File: src/hdl/kdg_pkg.sv
`timescale 1ns / 1ps
// ----------------------------------------------------------------------------
// kdg_pkg
// Shared widths, phase codes, register indexes and reset values for the
// knob dial gesture detector.
// ----------------------------------------------------------------------------
package kdg_pkg;

  localparam int LevelW = 17;
  localparam int TickW  = 16;
  localparam int CountW = 3;
  localparam int PhaseW = 2;
  localparam int CfgW   = 17;
  localparam int IdxW   = 2;

  typedef logic [LevelW-1:0] level_t;
  typedef logic [TickW-1:0]  tick_t;
  typedef logic [CountW-1:0] count_t;
  typedef logic [PhaseW-1:0] phase_t;

  localparam phase_t PH_WAIT = 2'd0;
  localparam phase_t PH_HIGH = 2'd1;
  localparam phase_t PH_GAP  = 2'd2;

  localparam logic [IdxW-1:0] REG_THRESHOLD = 2'd0;
  localparam logic [IdxW-1:0] REG_MIN_INT   = 2'd1;
  localparam logic [IdxW-1:0] REG_MAX_INT   = 2'd2;
  localparam logic [IdxW-1:0] REG_DIALS     = 2'd3;

  localparam level_t THRESHOLD_RST = 17'd3277;  // about 0.05 in 1.16
  localparam tick_t  MIN_INT_RST   = 16'd200;
  localparam tick_t  MAX_INT_RST   = 16'd1000;
  localparam count_t DIALS_RST     = 3'd3;
  localparam tick_t  TICK_MAX      = '1;

endpackage

File: src/hdl/knob_dial_gesture_detector.sv
`timescale 1ns / 1ps
// ----------------------------------------------------------------------------
// knob_dial_gesture_detector
// Detects a sequence of timed knob dials in a stream of knob samples.
// ----------------------------------------------------------------------------
// Usage:
//   knob channel: one knob_level sample per request, taken when knob_valid
//   is high and knob_stall is low. Each request yields exactly one result.
//   result channel: detected, dial_count and phase, taken when result_valid
//   is high and result_stall is low.
//   The result of a sample is registered and shown from the cycle after it
//   is taken. Throughput is one sample per cycle while the result channel
//   does not stall; the gesture state and the result register both update
//   in the accepting cycle.
//   A single result register sits between the channels. When it is full and
//   the receiver stalls, knob_stall rises and the sample waits; a new sample
//   is taken in the same cycle the pending result is taken.
//   cfg_write writes register cfg_index (0 threshold, 1 min interval,
//   2 max interval, 3 dials needed) from cfg_data; write only when idle.
//   Reset (rst, synchronous) restores register defaults, returns to the
//   waiting-for-long-low phase with counters cleared, and empties the
//   result register.
// ----------------------------------------------------------------------------
module knob_dial_gesture_detector
  import kdg_pkg::*;
(
  input  logic                clk,
  input  logic                rst,
  input  logic                cfg_write,
  input  logic [IdxW-1:0]     cfg_index,
  input  logic [CfgW-1:0]     cfg_data,
  input  logic                knob_valid,
  output logic                knob_stall,
  input  logic [LevelW-1:0]   knob_level,
  output logic                result_valid,
  input  logic                result_stall,
  output logic                detected,
  output logic [CountW-1:0]   dial_count,
  output logic [PhaseW-1:0]   phase
);

  level_t knob_threshold;
  tick_t  min_interval_ms;
  tick_t  max_interval_ms;
  count_t dials_needed;

  phase_t phase_reg, phase_reg_next;
  tick_t  interval_ticks, interval_ticks_next;
  count_t dial_counter, dial_counter_next;

  logic   accept;
  logic   high;
  logic   in_window;
  tick_t  ticks_up;
  count_t count_inc;
  logic   det_next;
  count_t shown_next;

  assign knob_stall = result_valid & result_stall;
  assign accept     = knob_valid & ~knob_stall;

  always_ff @(posedge clk) begin
    if (rst) begin
      knob_threshold  <= THRESHOLD_RST;
      min_interval_ms <= MIN_INT_RST;
      max_interval_ms <= MAX_INT_RST;
      dials_needed    <= DIALS_RST;
    end else if (cfg_write) begin
      case (cfg_index)
        REG_THRESHOLD: knob_threshold  <= cfg_data;
        REG_MIN_INT:   min_interval_ms <= cfg_data[TickW-1:0];
        REG_MAX_INT:   max_interval_ms <= cfg_data[TickW-1:0];
        REG_DIALS:     dials_needed    <= cfg_data[CountW-1:0];
        default: ;
      endcase
    end
  end

  assign high      = (knob_level >= knob_threshold);
  assign in_window = (interval_ticks >= min_interval_ms) &&
                     (interval_ticks <= max_interval_ms);
  assign ticks_up  = (interval_ticks == TICK_MAX) ? TICK_MAX
                                                  : interval_ticks + 1'b1;
  assign count_inc = dial_counter + 1'b1;

  always_comb begin
    phase_reg_next      = phase_reg;
    interval_ticks_next = interval_ticks;
    dial_counter_next   = dial_counter;
    det_next            = 1'b0;
    shown_next          = dial_counter;
    case (phase_reg)
      PH_HIGH: begin
        if (high) begin
          interval_ticks_next = ticks_up;
        end else if (!in_window) begin
          phase_reg_next      = PH_WAIT;
          interval_ticks_next = 16'd1;
          dial_counter_next   = '0;
          shown_next          = '0;
        end else begin
          interval_ticks_next = 16'd1;
          shown_next          = count_inc;
          if (count_inc >= dials_needed) begin
            det_next          = 1'b1;
            phase_reg_next    = PH_WAIT;
            dial_counter_next = '0;
          end else begin
            phase_reg_next    = PH_GAP;
            dial_counter_next = count_inc;
          end
        end
      end
      PH_GAP: begin
        if (!high) begin
          interval_ticks_next = ticks_up;
        end else if (in_window) begin
          phase_reg_next      = PH_HIGH;
          interval_ticks_next = 16'd1;
        end else begin
          phase_reg_next      = PH_WAIT;
          interval_ticks_next = '0;
          dial_counter_next   = '0;
          shown_next          = '0;
        end
      end
      default: begin
        // waiting for a long low; the unused code lands here too
        phase_reg_next = PH_WAIT;
        if (!high) begin
          interval_ticks_next = ticks_up;
        end else if (interval_ticks >= min_interval_ms) begin
          phase_reg_next      = PH_HIGH;
          interval_ticks_next = 16'd1;
          dial_counter_next   = '0;
          shown_next          = '0;
        end else begin
          interval_ticks_next = '0;
        end
      end
    endcase
  end

  always_ff @(posedge clk) begin
    if (rst) begin
      phase_reg      <= PH_WAIT;
      interval_ticks <= '0;
      dial_counter   <= '0;
      result_valid   <= 1'b0;
    end else begin
      if (accept) begin
        phase_reg      <= phase_reg_next;
        interval_ticks <= interval_ticks_next;
        dial_counter   <= dial_counter_next;
        result_valid   <= 1'b1;
      end else if (!result_stall) begin
        result_valid   <= 1'b0;
      end
    end
  end

  always_ff @(posedge clk) begin
    if (accept) begin
      detected   <= det_next;
      dial_count <= shown_next;
      phase      <= phase_reg_next;
    end
  end

endmodule

File: config.mk
export PLATFORM = sky130hd
export DESIGN_NAME = knob_dial_gesture_detector
export DESIGN_NICKNAME = d
export VERILOG_FILES = /design/src/hdl/kdg_pkg.sv /design/src/hdl/knob_dial_gesture_detector.sv
export SDC_FILE = /design/constraint.sdc
export NUM_CORES = 1
export LEC_CHECK = 0
export ABC_CLOCK_PERIOD_IN_PS = 6100
export BUFFER_PORTS_ARGS = -buffer_cell sky130_fd_sc_hd__buf_2
export CAP_MARGIN = 10
export CORE_MARGIN = 2
export CORE_UTILIZATION = 64
export CTS_CLUSTER_SIZE = 24
export DETAILED_ROUTE_END_ITERATION = 6
export HOLD_SLACK_MARGIN = 0.03
export PLACE_DENSITY_LB_ADDON = 0.1
export RECOVER_POWER = 50
export REMOVE_ABC_BUFFERS = 1
export SYNTH_ARGS = -nofsm -noshare
export SYNTH_HDL_FRONTEND = slang
export SYNTH_SLANG_ARGS = --single-unit
File: constraint.sdc
create_clock -name clk -period 6.1 [get_ports clk]
set_input_delay 0.915 -clock clk [delete_from_list [all_inputs] [get_ports clk]]
set_output_delay 0.915 -clock clk [all_outputs]
set_load 0.005 [all_outputs]
-- After elaboration in Yosys (flattened, before gate mapping)
Cells that the tools add are included.
- bits of input ports: 41
- output and inout port bits: 8
- flip-flop bits (word level): 80
- magnitude comparators: 4
- eq/ne operators: 8
- add/subtract/negate cells: 2
- bitwise logic cells: 5
- reductions and logical operators: 8
- multiplexer cells: 29
- operators by type and width (cell ; number):
    2-to-1 mux 16 bit ; 4
    one-hot mux 16 bit (2 select lines) ; 1
    2-to-1 mux 3 bit ; 9
    greater-or-equal comparator 17 bit ; 1
    adder 16 x 1 -> 16 bit (second input constant) ; 1
    equality test 16 bit (second input constant) ; 1
    greater-or-equal comparator 16 bit ; 1
    <= comparator 16 bit ; 1
    one-hot mux 3 bit (2 select lines) ; 2
    AND reduction 2 bit ; 5
    2-to-1 mux 1 bit ; 8
    2-to-1 mux 2 bit ; 4
    equality test 2 bit (second input constant) ; 3
    equality test 2 x 1 -> 1 bit (second input constant) ; 2
    one-hot mux 2 bit (2 select lines) ; 1
    adder 3 x 1 -> 3 bit (second input constant) ; 1
    greater-or-equal comparator 3 bit ; 1
    inverter 1 bit ; 3
    OR reduction 3 bit ; 1
    AND 1 bit ; 2
    logical NOT 2 bit ; 1
    != test 2 x 1 -> 1 bit (second input constant) ; 1
    != test 2 bit (second input constant) ; 1
    logical AND 1 bit ; 1

-- Depth between registers and ports, before layout
Gate-level depths: netlist of the first run.
- word-level depth: 6
- mapped depth: 11
- mapped depth without buffers: 9

-- Worst setup path after synthesis of the first run
No wires, ideal clock.
- kind: input-to-reg
- start: input port knob_level[0]
- end: register interval_ticks[4]
- arrival time: 2.655 ns
- stages: 11
- library setup time: 0.059 ns
- buffers on the path: 2
- setup slack: 3.386 ns
- data required time: 6.041 ns
- cells stage by stage: inv_1 -> ha_1 -> nor3b_1 -> o21ai_1 -> a21oi_1 -> o211a_1 -> buf_6 -> mux2i_4 -> and2_1 -> buf_2 -> a22o_1
- cells in the longest elaborated chain, start to end: 3
- elaborated cells between the ends (all ways): 5
- ends and longest elaborated chain (item ; line ; text):
    start, declared ; knob_dial_gesture_detector.sv:34 ; input logic [LevelW-1:0] knob_level,
    greater-or-equal comparator 17 bit (*) ; knob_dial_gesture_detector.sv:79 ; assign high = (knob_level >= knob_threshold);
    2-to-1 mux 16 bit, on equally long branches ; knob_dial_gesture_detector.sv:130, knob_dial_gesture_detector.sv:94, knob_dial_gesture_detector.sv:115 ;
    one-hot mux 16 bit (2 select lines) (*) ; knob_dial_gesture_detector.sv:92 ; case (phase_reg)
    end signal, assigned ; knob_dial_gesture_detector.sv:153 ; interval_ticks <= interval_ticks_next;
    end, declared ; knob_dial_gesture_detector.sv:48 ; tick_t interval_ticks, interval_ticks_next;
Mark *: on every way between the ends. The rest lies on a longest branch, timed or not.
A chain may end at the register's enable or synchronous reset.

-- Final worst setup path of the first run
- start: input port knob_level[4]
- end: register interval_ticks[2]
Same word-level chain as after synthesis.

==> flow_summary.yaml, run 1 <==
outcome:
  status: "complete, no violations"
cts:
  cts_root_buffer: "clkbuf_8"
  cts-resized-gates: 0
  cts_sinks: 80
  hold_buffers: 0
  insertion_delay_ns: 0.37
  numCtsBuffers: 9
  cts_tree: "built"
  post-cts-setup-buffer-count: 0
  htree_levels: 3
  path_clk_slew_ns: 0.09
  ctsLongestPathBuffers: 2
critical_path:
  worst-path-stages: 9
  crit_slowest_cell: "mux2i_4"
  crit_required_ns: 6.41
  r2r-start: "interval_ticks[2]$_SDFFE_PP0P_"
  crit_end: "interval_ticks[2]$_SDFFE_PP0P_"
  reg2regPathDepth: 8
  critPathLaunch: "knob_level[4]"
  start_kind: "primary input"
  crit_fanout: 15
  r2r_slack_ns: 3.15
  path_class: "in -> reg"
  crit_family: "compound AO/OA/AOI/OAI gates"
  worstPathArrival_ns: 3.47
  critPathCaptureType: "register"
  cpPeakStageDelay_ns: 0.53
  crit_chain: "buf_2 -> ha_1 -> a211oi_1 -> o21ai_1 -> a21oi_1 -> o211a_1 -> mux2i_4 -> and2_1 -> a22o_1"
  reg2reg_to: "dial_count[1]$_DFFE_PP_"
  path_buf_inv: 1
final_layout:
  layout_common_cells: "nand2_1 (113), dfxtp_1 (74), inv_1 (67)"
  largest_register_ffs: 17
  final_area_um2: 5240
  mostFrequentLayoutCell: "nand2_1"
  layout-drive-gt1-share_pct: 13.5
  area_growth_pct: 9.94
  fillers: 604
  postLayoutCoreUtil_pct: 72.3
  antenna_cells: 0
  final_cells: 734
  nNetsFinal: 727
  top_register: "knob_threshold"
run:
  cap_violations: 0
floorplan:
  num_rows: 31
  die_y_um: 90.3
  core_area_um2: 7250
  num_io_pins: 49
  dieArea_um2: 8160
  initial_utilization_pct: 65.8
  die_width_um: 90.3
sta:
  slew_violations: 0
  finalHoldViolCount: 0
  worst_slew_pin_slew_ns: 1.06
  skew_ns: 0.0102
  fin_hold_ws_ns: 0.459
  relSlewSlack_pct: 29.0
  setup_ws_ns: 2.94
  fin_crit_sh_pct: 51.8
  finalSetupTns_ns: 0
  min_period_ns: 3.16
  rsz0062_at_grt: "no"
  setup-violations-final: 0
  max_freq_mhz: 316
grt:
  busiest_layer: "met2"
  grt_use_met2_pct: 47.1
  grt_max_degree: 43
  use_met3_pct: 5.76
  antenna_found_initial: 0
  grtUsageTotal_pct: 28.7
  grt_use_met1_pct: 36.3
  grt_pass1_vias: 4123
  grt_overflow: 0
  grt_first_pass_wirelength_um: 18900
detailed_routing:
  vias: 4362
  wirelength_um: 11000
  wl_per_cell_um: 15.0
  antenna_left: 0
  viasPerCell: 5.94
  drt_iter0_drc: 261
  drcViolationCount: 0
  firstDrtPassIters: 6
power_and_ir_drop:
  peakVddDrop_uv: 176
  p_leak_nw: 2.27
  total_power_mw: 1.08
  power_per_cell_area_nw_per_um2: 207
logic_synthesis:
  synthCells: 594
  yosys-top-cells-area: "dfxtp_1 (31%), ha_1 (15%), nand2_1 (8.9%), a21oi_1 (6.3%), inv_1 (5.2%)"
  synth-main-ff-cell: "dfxtp_1"
  yosysWarningCount: 0
  syn_area_um2: 4770
  synth-edff-count: 6
  ys_seq_area_share_pct: 34.8
  yosys.cell_types.count: 56
  ys_seq_elements: 80
  synthDominantCellAreaShare_pct: 31.1
  async_reset_ff_share_pct: 0
  avgSynthCellArea_um2: 8.03
  synth_largest_area_cell: "dfxtp_1"
min_path:
  min_path_type: "reg -> reg"
  min-delay-start: "knob_threshold[16]$_SDFFE_PP0P_"
placement:
  routabilityCongestion: 0.966
  place_ws_ns: 2.58
  portBuffers: 48
  hpwl_um: 8170
  placed_cells: 718
  post_dp_cell_area_um2: 5040
## synth_stat cells, types with 2 or more instances
master,number
and3_1,7
and3b_1,2
o21a_1,3
nor3_1,7
mux2i_1,4
nor4_1,5
or3_1,2
a211oi_1,4
or2_2,4
o2bb2ai_1,2
ha_1,56
a31o_2,10
o31a_1,2
inv_1,66
buf_6,2
a21o_1,3
clkbuf_1,19
o311ai_0,2
a31oi_1,3
dfxtp_1,74
a221oi_1,2
nand2_1,113
o31ai_1,2
buf_2,3
nand4_1,10
o211ai_1,20
a21oi_1,60
o21ai_0,26
a22o_1,11
nand2b_1,4
edfxtp_1,6
nor2_1,17
nand3_1,13
a211o_1,3
nand3b_1,2
buf_1,2
nor3b_1,3
o22ai_1,2
## worst register-to-register path, cell delays in order (launching register included)
cell and delay (ns):
dfxtp_1 0.52, ha_1 0.31, a211o_1 0.29, a31oi_1 0.18
o31ai_1 0.19, a211oi_4 0.52, nor4_1 0.11, nor4_1 0.41
o22ai_1 0.15
## power breakdown
part	total [mW]	internal, mW	switching, mW
clock network	0.407	0.194	0.213
logic	0.127	0.0494	0.0774
registers	0.551	0.544	0.00694
## logic make-up (layout without fill, tap and decap cells)
family / Yosys count / in the layout / synth area share, %
fa+ha+maj: 56 / 56 / 14.7
compound gates: 165 / 165 / 22.7
mux: 5 / 5 / 1.31
simple gates: 194 / 194 / 18.5
buf+inv: 93 / 134 / 7.71
xor+xnor: 1 / 1 / 0.184
flops: 80 / 80 / 34.8
## layer usage
| layer | vias up | part of all wire (%) |
|---|---|---|
| li1 | 2163 | - |
| met1 | 2034 | 44 |
| met2 | 137 | 48 |
| met3 | 28 | 5.4 |
| met4 | 0 | 3.0 |
| met5 | - | 0 |
## layout make-up
class / count / area, µm² / share of cell area (%)
Clock buffer: 9 / 124 / 2.36
Sequential cell: 80 / 1660 / 31.7
Timing Repair Buffer: 51 / 262 / 4.99
Clock inverter: 7 / 76.3 / 1.46
Tap cell: 99 / 124 / 2.36
Inverter: 67 / 251 / 4.80
Multi-Input combinational cell: 421 / 2750 / 52.4
## worst min path at each step
stage / endpoint / slack [ns] / depth (start not counted)
floorplan: knob_threshold[12]$_SDFFE_PP0P_ / 0.43 / 2
global placement: knob_threshold[8]$_SDFFE_PP0P_ / 0.44 / 2
detailed placement: knob_threshold[5]$_SDFFE_PP0P_ / 0.45 / 2
CTS: knob_threshold[5]$_SDFFE_PP0P_ / 0.46 / 2
global route: max_interval_ms[13]$_SDFFE_PP0P_ / 0.48 / 2
finish: knob_threshold[16]$_SDFFE_PP0P_ / 0.46 / 2
No activity file was read; power rests on OpenSTA's default activity.
==> inputs of run 2 (changes only) <==
--- a/config.mk
+++ b/config.mk
@@ -5,11 +5,11 @@
 export SDC_FILE = /design/constraint.sdc
 export NUM_CORES = 1
 export LEC_CHECK = 0
-export ABC_CLOCK_PERIOD_IN_PS = 6100
+export ABC_CLOCK_PERIOD_IN_PS = 2500
 export BUFFER_PORTS_ARGS = -buffer_cell sky130_fd_sc_hd__buf_2
 export CAP_MARGIN = 10
 export CORE_MARGIN = 2
-export CORE_UTILIZATION = 64
+export CORE_UTILIZATION = 54
 export CTS_CLUSTER_SIZE = 24
 export DETAILED_ROUTE_END_ITERATION = 6
 export HOLD_SLACK_MARGIN = 0.03
==> constraint.sdc (replaced) <==
create_clock -name clk -period 2.5 [get_ports clk]
set_input_delay 0.375 -clock clk [delete_from_list [all_inputs] [get_ports clk]]
set_output_delay 0.375 -clock clk [all_outputs]
set_load 0.005 [all_outputs]
==> run 2 against run 1 <==
- the flow now finishes with violations (max-capacitance violations, max-slew violations)
- worst hold slack worse by 0.20 ns
- critical path depth increased by 2
- global-route usage is 3.0 points lower
==> flow_summary.yaml, run 2 (same netlist as run 1, synthesis figures left out) <==
min_path:
  min_path_type: "in -> reg"
power_and_ir_drop:
  p_int_mw: 2.05
  power_frac_seq_pct: 48.4
  power_per_cell_area_nw_per_um2: 479
  total_power_mw: 2.77
  pwr-share-clk_pct: 38.3
  power_frac_comb_pct: 13.3
  switchingPower_mw: 0.721
  peakVddDrop_uv: 296
  swShare_pct: 26.0
  p_leak_nw: 2.55
final_layout:
  fillers: 748
  postLayoutCoreUtil_pct: 67.1
  nNetsFinal: 775
  final_cells: 790
  layout_common_cells: "nand2_1 (113), dfxtp_1 (69), inv_1 (66)"
  layout-drive-gt1-share_pct: 23.2
  final_area_um2: 5790
  area_growth_pct: 21.4
  largest_register_ffs: 17
  top_register: "knob_threshold"
  mostFrequentLayoutCell: "nand2_1"
  antenna_cells: 0
cts:
  cts_tree: "built"
  numCtsBuffers: 9
  path_clk_slew_ns: 0.09
  ctsLongestPathBuffers: 2
  cts_sinks: 80
  htree_levels: 3
  insertion_delay_ns: 0.35
  cts_root_buffer: "clkbuf_8"
  hold_buffers: 0
sta:
  relSlewSlack_pct: -18.8
  finalHoldViolCount: 0
  fin_hold_ws_ns: 0.257
  slew_violations: 38
  finalSetupTns_ns: 0
  worst_slew_pin_slew_ns: 1.78
  max_freq_mhz: 405
  rsz0062_at_grt: "yes"
  setup-violations-final: 0
  fin_crit_sh_pct: 98.9
  setup_ws_ns: 0.0281
  skew_ns: 0.00763
  min_period_ns: 2.47
grt:
  grt_pass1_vias: 4409
  grtUsageTotal_pct: 25.7
  grt_overflow: 0
  grt_max_degree: 38
  antenna_found_initial: 0
  grt_first_pass_wirelength_um: 20200
critical_path:
  start_kind: "register"
  worstPathArrival_ns: 2.57
  crit_fanout: 6
  critPathCaptureType: "register"
  crit_required_ns: 2.60
  path_class: "reg -> reg"
placement:
  place_ws_ns: -0.150
  hpwl_um: 8850
  post_dp_cell_area_um2: 5380
  portBuffers: 48
  placed_cells: 770
  routabilityCongestion: 0.874
detailed_routing:
  wl_per_cell_um: 15.2
  firstDrtPassIters: 5
  antenna_left: 0
  vias: 4439
  drcViolationCount: 0
  drt_iter0_drc: 185
  viasPerCell: 5.62
  wirelength_um: 12000
floorplan:
  initial_utilization_pct: 55.2
  die_y_um: 98.0
  dieArea_um2: 9600
  num_io_pins: 49
  num_rows: 34
  core_area_um2: 8640
  die_width_um: 98.0
outcome:
  status: "finished with violations"
  violations: "max-capacitance violations, max-slew violations"
run:
  cap_violations: 1
run 2: worst max-delay path, stage by stage, from the launching register on:
cell and delay (ns):
dfxtp_2 0.34, inv_2 0.06, ha_1 0.27, nand2b_4 0.13
a31oi_4 0.09, o31ai_4 0.33, a211oi_4 0.11, buf_6 0.15
o21a_4 0.23, nor4_4 0.29, buf_4 0.16, o22ai_1 0.08
run 2: path summary, 6_finish.rpt:
| kind | startpoint | cells after the start | endpoint | slack (ns) |
|---|---|---|---|---|
| max | interval_ticks[0]$_SDFFE_PP0P_ | 11 | dial_count[1]$_DFFE_PP_ | 0.03 |
| min | knob_valid | 2 | result_valid$_SDFFE_PP0P_ | 0.26 |
| max reg2reg | interval_ticks[0]$_SDFFE_PP0P_ | 11 | dial_count[1]$_DFFE_PP_ | 0.03 |
| min reg2reg | knob_threshold[15]$_SDFFE_PP0P_ | 2 | knob_threshold[15]$_SDFFE_PP0P_ | 0.46 |
run 2: power groups by stage:
stage | clock network, mW | logic (mW) | registers [mW]
after global routing | 1.14 | 0.413 | 1.35
after floorplan | 0 | 0.187 | 1.37
after detailed placement | 0 | 0.342 | 1.37
final | 1.06 | 0.368 | 1.34
after CTS | 1.08 | 0.347 | 1.34
after global placement | 0 | 0.329 | 1.37
run 2: cell type report:
class	count	area [µm²]	area share (%)
clock inverters	6	91.3	1.58
inverters	67	251	4.34
flip-flops and latches	80	1670	28.8
clock buffers	9	124	2.14
well taps	108	135	2.33
repair buffers	99	618	10.7
multi-input cells	421	2900	50.1
run 2: what timing repair did:
item,in CTS,in global routing
pin swaps,4,14
setup endpoints to repair,12,17
gates resized for setup,5,33
setup buffers,0,5
run 2: metal layers:
layer | vias up | routed length [µm] | global-route usage, % | share of wire (%)
met2 | 73 | 6000 | 45.3 | 50
li1 | 2257 | - | - | -
met5 | - | 0 | 0 | 0
met3 | 12 | 418 | 5.01 | 3.5
met1 | 2097 | 5470 | 32.2 | 45
met4 | 0 | 150 | 6.41 | 1.2
